==> config.mk <==
export PLATFORM = sky130hd
export DESIGN_NAME = multi_uart_transceiver
export DESIGN_NICKNAME = d
export VERILOG_FILES = /design/src/hdl/muart_pkg.sv /design/src/hdl/muart_fifo.sv /design/src/hdl/muart_front.sv /design/src/hdl/muart_back.sv /design/src/hdl/multi_uart_transceiver.sv
export SDC_FILE = /design/constraint.sdc
export NUM_CORES = 1
export LEC_CHECK = 0
export BUFFER_PORTS_ARGS = -buffer_cell sky130_fd_sc_hd__buf_2
export CORE_MARGIN = 10
export CORE_UTILIZATION = 51
export CTS_BUF_LIST = sky130_fd_sc_hd__clkbuf_16
export DETAILED_ROUTE_END_ITERATION = 10
export PLACE_DENSITY = 0.7
export RECOVER_POWER = 50
export SLEW_MARGIN = 20
export SYNTH_ARGS = -nofsm -noshare
export SYNTH_HDL_FRONTEND = slang
export SYNTH_SLANG_ARGS = --single-unit
==> constraint.sdc <==
create_clock -name clk -period 7.94 [get_ports clk]
set_input_delay 1.588 -clock clk [delete_from_list [all_inputs] [get_ports clk]]
set_output_delay 1.588 -clock clk [all_outputs]
set_load 0.01 [all_outputs]
==> src/hdl/muart_pkg.sv <==
`timescale 1ns / 1ps

package muart_pkg;

	// Fixed field widths
	localparam int LINE_W = 12;
	localparam int CHAN_W = 4;
	localparam int BYTE_W = 8;
	localparam int RX_W   = 11;
	localparam int TX_W   = 10;

	// Request codes on the input
	localparam logic [1:0] REQ_TICK  = 2'd0;
	localparam logic [1:0] REQ_QUEUE = 2'd1;
	localparam logic [1:0] REQ_READ  = 2'd2;
	localparam logic [1:0] REQ_QUERY = 2'd3;

	// Frame constants
	localparam logic [RX_W-1:0] RX_MARKER = 11'h400;
	localparam logic [TX_W-1:0] TX_IDLE   = 10'h001;

	// Phase counter
	localparam logic [1:0] PHASE_LAST = 2'd2;

	// Depths of the decoupling queues
	localparam int CMD_DEPTH = 2;
	localparam int RES_DEPTH = 2;

	typedef struct packed {
		logic [1:0]        req_type;
		logic [CHAN_W-1:0] channel;
		logic [BYTE_W-1:0] tx_byte;
		logic [LINE_W-1:0] line_in;
	} in_item_t;

	typedef struct packed {
		logic [LINE_W-1:0] rx_done_mask;
		logic [LINE_W-1:0] line_out;
		logic              line_out_valid;
		logic [BYTE_W-1:0] rx_byte;
		logic              rx_valid;
		logic              tx_ready;
	} out_item_t;

	// Classified operation handed from front to back
	typedef enum logic [2:0] {
		OP_TICK,
		OP_QUEUE,
		OP_READ,
		OP_QUERY,
		OP_NULL
	} op_t;

	typedef struct packed {
		op_t               op;
		logic [CHAN_W-1:0] chan;
		logic [LINE_W-1:0] arg;
	} cmd_t;

endpackage

==> src/hdl/muart_fifo.sv <==
`timescale 1ns / 1ps

module muart_fifo #(
	parameter int WIDTH = 8,
	parameter int DEPTH = 2
) (
	input  logic             clk,
	input  logic             arst_n,
	input  logic             push,
	input  logic [WIDTH-1:0] wdata,
	output logic             full,
	input  logic             pop,
	output logic [WIDTH-1:0] rdata,
	output logic             empty
);

	localparam int PTR_W = (DEPTH > 1) ? $clog2(DEPTH) : 1;
	localparam int CNT_W = $clog2(DEPTH + 1);

	logic [WIDTH-1:0] mem_q [DEPTH];
	logic [PTR_W-1:0] wr_ptr_q;
	logic [PTR_W-1:0] rd_ptr_q;
	logic [CNT_W-1:0] count_q;
	logic             do_push;
	logic             do_pop;

	assign full    = (count_q == CNT_W'(DEPTH));
	assign empty   = (count_q == '0);
	assign do_push = push & ~full;
	assign do_pop  = pop & ~empty;
	assign rdata   = mem_q[rd_ptr_q];

	// Pointers and fill level
	always_ff @(posedge clk or negedge arst_n) begin
		if (!arst_n) begin
			wr_ptr_q <= '0;
			rd_ptr_q <= '0;
			count_q  <= '0;
		end else begin
			if (do_push) begin
				wr_ptr_q <= (wr_ptr_q == PTR_W'(DEPTH - 1)) ? '0 : wr_ptr_q + 1'b1;
			end
			if (do_pop) begin
				rd_ptr_q <= (rd_ptr_q == PTR_W'(DEPTH - 1)) ? '0 : rd_ptr_q + 1'b1;
			end
			case ({do_push, do_pop})
				2'b10:   count_q <= count_q + 1'b1;
				2'b01:   count_q <= count_q - 1'b1;
				default: count_q <= count_q;
			endcase
		end
	end

	// Storage, no reset needed
	always_ff @(posedge clk) begin
		if (do_push) begin
			mem_q[wr_ptr_q] <= wdata;
		end
	end

endmodule

==> src/hdl/muart_front.sv <==
`timescale 1ns / 1ps

module muart_front import muart_pkg::*; #(
	parameter int CHANNELS = 12
) (
	input  logic     clk,
	input  logic     arst_n,
	input  logic     push,
	input  in_item_t item,
	output logic     full,
	output logic     cmd_valid,
	output cmd_t     cmd,
	input  logic     cmd_pop
);

	cmd_t cmd_w;
	logic chan_ok;
	logic cmd_empty;
	logic [$bits(cmd_t)-1:0] cmd_bits;

	// Queue, read and query requests to a channel that does not exist do nothing but return zeros
	assign chan_ok = ({1'b0, item.channel} < (CHAN_W + 1)'(CHANNELS));

	// Classify the request
	always_comb begin
		cmd_w.chan = item.channel;
		cmd_w.arg  = '0;
		case (item.req_type)
			REQ_TICK: begin
				cmd_w.op  = OP_TICK;
				cmd_w.arg = item.line_in;
			end
			REQ_QUEUE: begin
				cmd_w.op  = chan_ok ? OP_QUEUE : OP_NULL;
				cmd_w.arg = LINE_W'(item.tx_byte);
			end
			REQ_READ:  cmd_w.op = chan_ok ? OP_READ : OP_NULL;
			REQ_QUERY: cmd_w.op = chan_ok ? OP_QUERY : OP_NULL;
			default:   cmd_w.op = OP_NULL;
		endcase
	end

	// Command queue towards the execution side
	muart_fifo #(
		.WIDTH ($bits(cmd_t)),
		.DEPTH (CMD_DEPTH)
	) u_cmd_fifo (
		.clk    (clk),
		.arst_n (arst_n),
		.push   (push),
		.wdata  (cmd_w),
		.full   (full),
		.pop    (cmd_pop),
		.rdata  (cmd_bits),
		.empty  (cmd_empty)
	);

	assign cmd       = cmd_t'(cmd_bits);
	assign cmd_valid = ~cmd_empty;

endmodule

==> src/hdl/muart_back.sv <==
`timescale 1ns / 1ps

module muart_back import muart_pkg::*; #(
	parameter int CHANNELS = 12
) (
	input  logic      clk,
	input  logic      arst_n,
	input  logic      cmd_valid,
	input  cmd_t      cmd,
	output logic      cmd_pop,
	input  logic      res_full,
	output logic      res_push,
	output out_item_t res
);

	localparam int IDX_W = (CHANNELS > 1) ? $clog2(CHANNELS) : 1;
	localparam int EXT_W = (CHANNELS > LINE_W) ? CHANNELS : LINE_W;
	localparam int BATCH = (CHANNELS + 2) / 3;

	// Channel state
	logic [CHANNELS-1:0] prev_line_q, prev_line_d;
	logic [CHANNELS-1:0] slot_q [3];
	logic [CHANNELS-1:0] slot_d [3];
	logic [1:0]          phase_q, phase_d;
	logic [RX_W-1:0]     rx_sh_q [CHANNELS];
	logic [RX_W-1:0]     rx_sh_d [CHANNELS];
	logic [RX_W-1:0]     rx_hold_q [CHANNELS];
	logic [RX_W-1:0]     rx_hold_d [CHANNELS];
	logic [TX_W-1:0]     tx_sh_q [CHANNELS];
	logic [TX_W-1:0]     tx_sh_d [CHANNELS];
	logic [TX_W-1:0]     tx_pend_q [CHANNELS];
	logic [TX_W-1:0]     tx_pend_d [CHANNELS];
	logic [EXT_W-1:0]    accum_q, accum_d;

	// Working signals
	logic                fire;
	logic [IDX_W-1:0]    idx;
	logic [EXT_W-1:0]    line_ext;
	logic [CHANNELS-1:0] line_c;
	logic [1:0]          ph;
	logic [1:0]          nx;
	logic [CHANNELS-1:0] fall;
	logic [CHANNELS-1:0] start;
	logic [CHANNELS-1:0] cur;
	logic [CHANNELS-1:0] finished;
	logic [CHANNELS-1:0] tx_sel;
	logic [RX_W-1:0]     rx_cand [CHANNELS];
	logic [TX_W-1:0]     tx_word [CHANNELS];
	logic [EXT_W-1:0]    acc;
	logic [EXT_W-1:0]    done_ext;

	assign fire     = cmd_valid & ~res_full;
	assign cmd_pop  = fire;
	assign res_push = fire;
	assign idx      = cmd.chan[IDX_W-1:0];

	assign line_ext = EXT_W'(cmd.arg);
	assign line_c   = line_ext[CHANNELS-1:0];
	assign ph       = (phase_q > PHASE_LAST) ? 2'd0 : phase_q;
	assign nx       = (ph == PHASE_LAST) ? 2'd0 : ph + 2'd1;
	assign fall     = ~line_c & prev_line_q;
	assign start    = ~(slot_q[0] | slot_q[1] | slot_q[2]) & fall;
	assign cur      = slot_q[ph];

	// Per-channel candidates: next receive sample, next transmit word
	always_comb begin
		for (int i = 0; i < CHANNELS; i++) begin
			rx_cand[i] = {line_c[i], rx_sh_q[i][RX_W-1:1]};
			tx_word[i] = (tx_sh_q[i] == '0) ? tx_pend_q[i] : tx_sh_q[i];
			tx_sel[i]  = (ph == 2'(i / BATCH));
		end
	end

	// Execute one command
	always_comb begin
		prev_line_d = prev_line_q;
		slot_d      = slot_q;
		phase_d     = phase_q;
		rx_sh_d     = rx_sh_q;
		rx_hold_d   = rx_hold_q;
		tx_sh_d     = tx_sh_q;
		tx_pend_d   = tx_pend_q;
		accum_d     = accum_q;
		finished    = '0;
		done_ext    = '0;
		acc         = accum_q;
		res         = '0;
		case (cmd.op)
			OP_TICK: begin
				prev_line_d = line_c;
				// receive: shift in behind the marker, hand over full frames
				for (int i = 0; i < CHANNELS; i++) begin
					if (cur[i]) begin
						if (rx_cand[i][0]) begin
							rx_hold_d[i] = rx_cand[i];
							rx_sh_d[i]   = RX_MARKER;
							finished[i]  = 1'b1;
						end else begin
							rx_sh_d[i] = rx_cand[i];
						end
					end
				end
				slot_d[nx] = slot_q[nx] | start;
				slot_d[ph] = slot_q[ph] & ~finished;
				// transmit: this phase's third of the channels
				for (int i = 0; i < CHANNELS; i++) begin
					if (tx_sel[i]) begin
						if (tx_sh_q[i] == '0) begin
							tx_pend_d[i] = TX_IDLE;
						end
						acc[i]     = acc[i] | tx_word[i][0];
						tx_sh_d[i] = tx_word[i] >> 1;
					end
				end
				phase_d          = nx;
				done_ext         = EXT_W'(finished);
				res.rx_done_mask = done_ext[LINE_W-1:0];
				if (nx == 2'd0) begin
					res.line_out       = acc[LINE_W-1:0];
					res.line_out_valid = 1'b1;
					accum_d            = '0;
				end else begin
					accum_d = acc;
				end
			end
			OP_QUEUE: begin
				tx_pend_d[idx] = {1'b1, cmd.arg[BYTE_W-1:0], 1'b0};
			end
			OP_READ: begin
				rx_hold_d[idx] = '0;
				if (rx_hold_q[idx] != '0) begin
					res.rx_byte  = rx_hold_q[idx][BYTE_W+1:2];
					res.rx_valid = 1'b1;
				end
			end
			OP_QUERY: begin
				res.tx_ready = (tx_pend_q[idx] == TX_IDLE);
			end
			default: begin
			end
		endcase
	end

	// State registers
	always_ff @(posedge clk or negedge arst_n) begin
		if (!arst_n) begin
			prev_line_q <= '0;
			phase_q     <= '0;
			accum_q     <= '1;
			for (int p = 0; p < 3; p++) begin
				slot_q[p] <= '0;
			end
			for (int i = 0; i < CHANNELS; i++) begin
				rx_sh_q[i]   <= RX_MARKER;
				rx_hold_q[i] <= '0;
				tx_sh_q[i]   <= '0;
				tx_pend_q[i] <= TX_IDLE;
			end
		end else if (fire) begin
			prev_line_q <= prev_line_d;
			phase_q     <= phase_d;
			accum_q     <= accum_d;
			slot_q      <= slot_d;
			rx_sh_q     <= rx_sh_d;
			rx_hold_q   <= rx_hold_d;
			tx_sh_q     <= tx_sh_d;
			tx_pend_q   <= tx_pend_d;
		end
	end

endmodule

==> src/hdl/multi_uart_transceiver.sv <==
// Path: a transaction is written into the command queue, executed from its head,
// and its result is written into the result queue. Throughput: one transaction per
// cycle while the result queue has room; every channel's shifters update in
// parallel in the execution stage, which retires one command per cycle.
// Reset: arst_n clears both queues and restores all channel state at once;
// no clearing pass, the block accepts transactions as soon as reset is released.
`timescale 1ns / 1ps

module multi_uart_transceiver import muart_pkg::*; #(
	parameter int CHANNELS = 12
) (
	input  logic      clk,
	input  logic      arst_n,
	input  logic      push,
	output logic      full,
	input  in_item_t  item,
	output logic      empty,
	input  logic      pop,
	output out_item_t result
);

	cmd_t      cmd;
	logic      cmd_valid;
	logic      cmd_pop;
	logic      res_full;
	logic      res_push;
	out_item_t res;
	logic [$bits(out_item_t)-1:0] res_bits;

	// Front: accept and classify
	muart_front #(
		.CHANNELS (CHANNELS)
	) u_front (
		.clk       (clk),
		.arst_n    (arst_n),
		.push      (push),
		.item      (item),
		.full      (full),
		.cmd_valid (cmd_valid),
		.cmd       (cmd),
		.cmd_pop   (cmd_pop)
	);

	// Back: channel state and execution
	muart_back #(
		.CHANNELS (CHANNELS)
	) u_back (
		.clk       (clk),
		.arst_n    (arst_n),
		.cmd_valid (cmd_valid),
		.cmd       (cmd),
		.cmd_pop   (cmd_pop),
		.res_full  (res_full),
		.res_push  (res_push),
		.res       (res)
	);

	// Result queue
	muart_fifo #(
		.WIDTH ($bits(out_item_t)),
		.DEPTH (RES_DEPTH)
	) u_res_fifo (
		.clk    (clk),
		.arst_n (arst_n),
		.push   (res_push),
		.wdata  (res),
		.full   (res_full),
		.pop    (pop),
		.rdata  (res_bits),
		.empty  (empty)
	);

	assign result = out_item_t'(res_bits);

endmodule

==> flow_summary_export.csv <==
group,metric,value,unit
run_status,status,"finished, violations left",
run_status,violations,"capacitance limit, slew limit",
detailed_routing,vias_per_cell,6.05,
global_route,gr-max-usage-layer,"met2",
global_route,antenna_found_initial,2,
worst_setup_path,start_kind,"register",
timing,hold_violations,0,
detailed_routing,drt-total-wl,72.2,mm
floorplan,die_area,66100,um^2
cts,cts_buffer_depth,3,
min_path,min_path_type,"register to register",
worst_setup_path,ff2ff_path_depth,8,
global_route,grt_pass1_vias,19900,
final_layout,layout_commonest_cell,"dfrtp_1",
place,dpl_cell_area,29700,um^2
floorplan,die_y,257,um
worst_setup_path,cp-startpoint,"u_front.u_cmd_fifo.rd_ptr_q$_DFFE_PN0P_",
worst_setup_path,crit_path_max_fanout,39,
global_route,grt_use_total,0.217,
place,place_ws,4.11,ns
worst_setup_path,crit_slowest_cell,"clkbuf_1",
detailed_routing,vias,20000,
detailed_routing,wire_per_inst,21.8,um
timing,fin_worst_skew,0.0154,ns
worst_setup_path,worst_ep_arrival_time,5.97,ns
logic_synthesis,synth_edf_count,108,
power,pwr-share-comb,0.319,
timing,fin_ws,2.24,ns
logic_synthesis,ys_ff_latch,658,
cts,clk_pin_slew,0.06,ns
timing,setup_viol,0,
power,switchingPower,0.00449,W
global_route,met2_usage,0.325,
floorplan,die_x,257,um
place,io_buffers,66,
worst_setup_path,cp.required,8.22,ns
final_layout,drive_gt1_frac,0.174,
logic_synthesis,avgSynthCellArea,11.6,um^2
logic_synthesis,synth_top_area_frac,0.448,
final_layout,multi_input_comb_area,11000,um^2
cts,post_cts_buffers,0,
timing,relSlewSlack,-0.880,
cts,clkSinkCount,658,
floorplan,rows,86,
logic_synthesis,yosysWarnings,0,
final_layout,syn_to_final_growth,11.1,%
cts,post_cts_resized,0,
global_route,grt_max_degree,161,
detailed_routing,drc,0,
logic_synthesis,synth.distinct_cells,49,
cts,numCtsBuffers,68,
final_layout,final_area,31900,um^2
worst_setup_path,endpoint,"u_res_fifo.mem_q[1][1]$_DFFE_PP_",
detailed_routing,drtAntennaViolNets,0,
global_route,grt_use_met1,0.311,
power,swShare,0.362,
global_route,grt_pass1_wl,115,mm
floorplan,core_area,55400,um^2
logic_synthesis,async_reset_ff_frac,0.836,
global_route,grtUsageMet3,0.0456,
place,dp_cells,3185,
logic_synthesis,syn_area,28700,um^2
worst_setup_path,crit_chain,"clkbuf_1, mux2_2, clkbuf_1, mux4_2, a22oi_1, nand2_1, nor4_1, a41oi_1",
worst_setup_path,r2r_end,"u_res_fifo.mem_q[1][1]$_DFFE_PP_",
power,internal-power,0.00793,W
final_layout,stdcell_count,3306,
logic_synthesis,synth_flop_cell,"dfrtp_1",
timing,worst_pin_slew,2.82,ns
worst_setup_path,path_common_cell,"clkbuf_1",
final_layout,regArea,17100,um^2
cts,clock-root-buffer,"clkbuf_16",
logic_synthesis,netlist_top_cells_area,"dfrtp_1 45%, edfxtp_1 11%, a21oi_1 6.3%, mux2_2 6.2%, mux2i_1 5.2%",
final_layout,layout_common_cells,"513 x dfrtp_1, 368 x nor2_1, 362 x a21oi_1",
timing,drv_slew,139,
timing,rsz0062_at_grt,"false",
timing,fmax,176,MHz
detailed_routing,drtPass1Iterations,5,
power,power_density,390,nW/um^2
power,vdd_drop_max,0.212,mV
cts,clk_latency,0.60,ns
global_route,grt_overflow,0,
power,seqPwrFrac,0.422,
timing,finalCritPeriodShare,0.717,
worst_setup_path,critPathKind,"register to register",
final_layout,fin_util,0.575,
cts,cts_hold_buffers,0,
timing,finalSetupTns,0,ns
cts,cts_tree,"done",
floorplan,start_util,0.518,
power,clkPwrFrac,0.259,
run,maxCapViolations,5,
cts,h-tree-depth,3,
worst_setup_path,crit_cells,8,
place,gp_congestion,0.868,
logic_synthesis,synth_nets,2517,
worst_setup_path,cp_num_buf_inv,2,
power,cellLeakagePower,14.8,nW
detailed_routing,drt_iter0_drc,2076,
worst_setup_path,timing.rr.start,"u_front.u_cmd_fifo.rd_ptr_q$_DFFE_PN0P_",
worst_setup_path,rrSetupSlack,2.24,ns
worst_setup_path,worst_setup_path_end_kind,"register",
logic_synthesis,synth_top_area_cell,"dfrtp_1",
worst_setup_path,max_stage_delay,1.88,ns
logic_synthesis,synth_cells,2482,
logic_synthesis,ys_seq_area_frac,0.594,
place,hpwl,47.5,mm
worst_setup_path,crit_family,"buffers and inverters",
timing,fin_crit,5.70,ns
floorplan,pin_count,67,
final_layout,fin_nets,2542,
final_layout,fillerInstances,4425,
## registers in the layout, indices dropped and copies added (netlist names)
| name | count |
|---|---|
| u_res_fifo.count_q | 2 |
| u_back.slot_q | 36 |
| u_res_fifo.rd_ptr_q | 1 |
| u_front.u_cmd_fifo.mem_q | 38 |
| u_res_fifo.mem_q | 70 |
| u_res_fifo.wr_ptr_q | 1 |
| u_back.tx_pend_q | 120 |
| u_front.u_cmd_fifo.count_q | 2 |
| u_back.rx_hold_q | 132 |
| u_back.tx_sh_q | 108 |
| u_back.prev_line_q | 12 |
| u_front.u_cmd_fifo.rd_ptr_q | 1 |
| u_front.u_cmd_fifo.wr_ptr_q | 1 |
| u_back.accum_q | 12 |
| u_back.phase_q | 2 |
| u_back.rx_cand | 120 |
## worst min-delay path, cell delays in order, from the launching register on
cell and delay (ns):
dfrtp_1 0.34, nand2_1 0.04, o21ai_0 0.06
## logic make-up after synthesis
group | Yosys count | share of synthesized area
flops | 658 | 0.594
buf+inv | 172 | 0.0251
simple gates | 730 | 0.119
compound gates | 572 | 0.121
fa+ha+maj | 5 | 0.00218
mux | 335 | 0.135
xor+xnor | 10 | 0.00305
## power groups by stage
stage	Sequential [W]	Clock (W)	Combinational [W]
6_report	0.00525	0.00321	0.00396
2_1_floorplan	0.00501	0	0.00283
3_3_place_gp	0.00521	0	0.00381
5_1_grt	0.00536	0.00340	0.00434
4_1_cts	0.00522	0.00326	0.00396
3_5_place_dp	0.00526	0	0.00393
## cell type report
type | instances | area share
sequential | 658 | 0.535
timing repair buffer | 98 | 0.0182
tap | 748 | 0.0294
multi-input combinational | 1652 | 0.344
antenna | 1 | 0.0000785
inverter | 29 | 0.00341
clock inverter | 47 | 0.0126
clock buffer | 73 | 0.0573
## per-stage QoR
stage	power [W]	hold slack, ns
after floorplan	0.00784	0.442
after global placement	0.00902	0.456
after detailed placement	0.00919	0.469
after CTS	0.0124	0.482
after global routing	0.0131	0.513
final	0.0124	0.478
## how the worst min path moves through the flow
stage | startpoint | end | cells past startpoint
4_1_cts | u_back.prev_line_q[7]$_DFFE_PN0P_ | u_back.prev_line_q[7]$_DFFE_PN0P_ | 2
6_report | u_back.prev_line_q[4]$_DFFE_PN0P_ | u_back.prev_line_q[4]$_DFFE_PN0P_ | 2
3_3_place_gp | u_back.prev_line_q[8]$_DFFE_PN0P_ | u_back.prev_line_q[8]$_DFFE_PN0P_ | 2
2_1_floorplan | u_back.prev_line_q[0]$_DFFE_PN0P_ | u_back.prev_line_q[0]$_DFFE_PN0P_ | 2
3_5_place_dp | u_back.prev_line_q[4]$_DFFE_PN0P_ | u_back.prev_line_q[4]$_DFFE_PN0P_ | 2
5_1_grt | u_back.prev_line_q[4]$_DFFE_PN0P_ | u_back.prev_line_q[4]$_DFFE_PN0P_ | 2
## metal layers
layer | share of wire | wire (um) | vias to the layer above
met5 | 0.00012 | 9 | -
met4 | 0.027 | 1920 | 2
met3 | 0.080 | 5770 | 123
met2 | 0.45 | 32400 | 749
met1 | 0.44 | 32100 | 10100
li1 | - | - | 8988
## synthesized netlist by cell type (2+ instances only)
master	number
nor3_1	35
o21ai_0	37
xor2_1	2
or4_1	30
nor2_1	373
buf_4	2
o21ai_2	12
a311oi_1	4
nor2b_1	21
nor4b_1	24
nor4_1	25
ha_1	5
edfxtp_1	108
nand2b_1	10
nand4_1	6
nand2_1	122
o21ai_1	2
a2bb2oi_1	6
mux4_2	24
and3_1	12
o21a_1	17
a22oi_1	12
inv_1	29
nor3_2	19
o2bb2ai_1	18
xnor2_1	8
a22o_1	97
nand3_1	35
buf_6	2
mux2_2	159
buf_2	41
and2_1	14
mux2i_1	150
a21oi_1	362
dfstp_2	36
dfrtp_1	514
buf_1	12
clkbuf_1	86
Note: power is estimated with default switching activity, not from simulation.
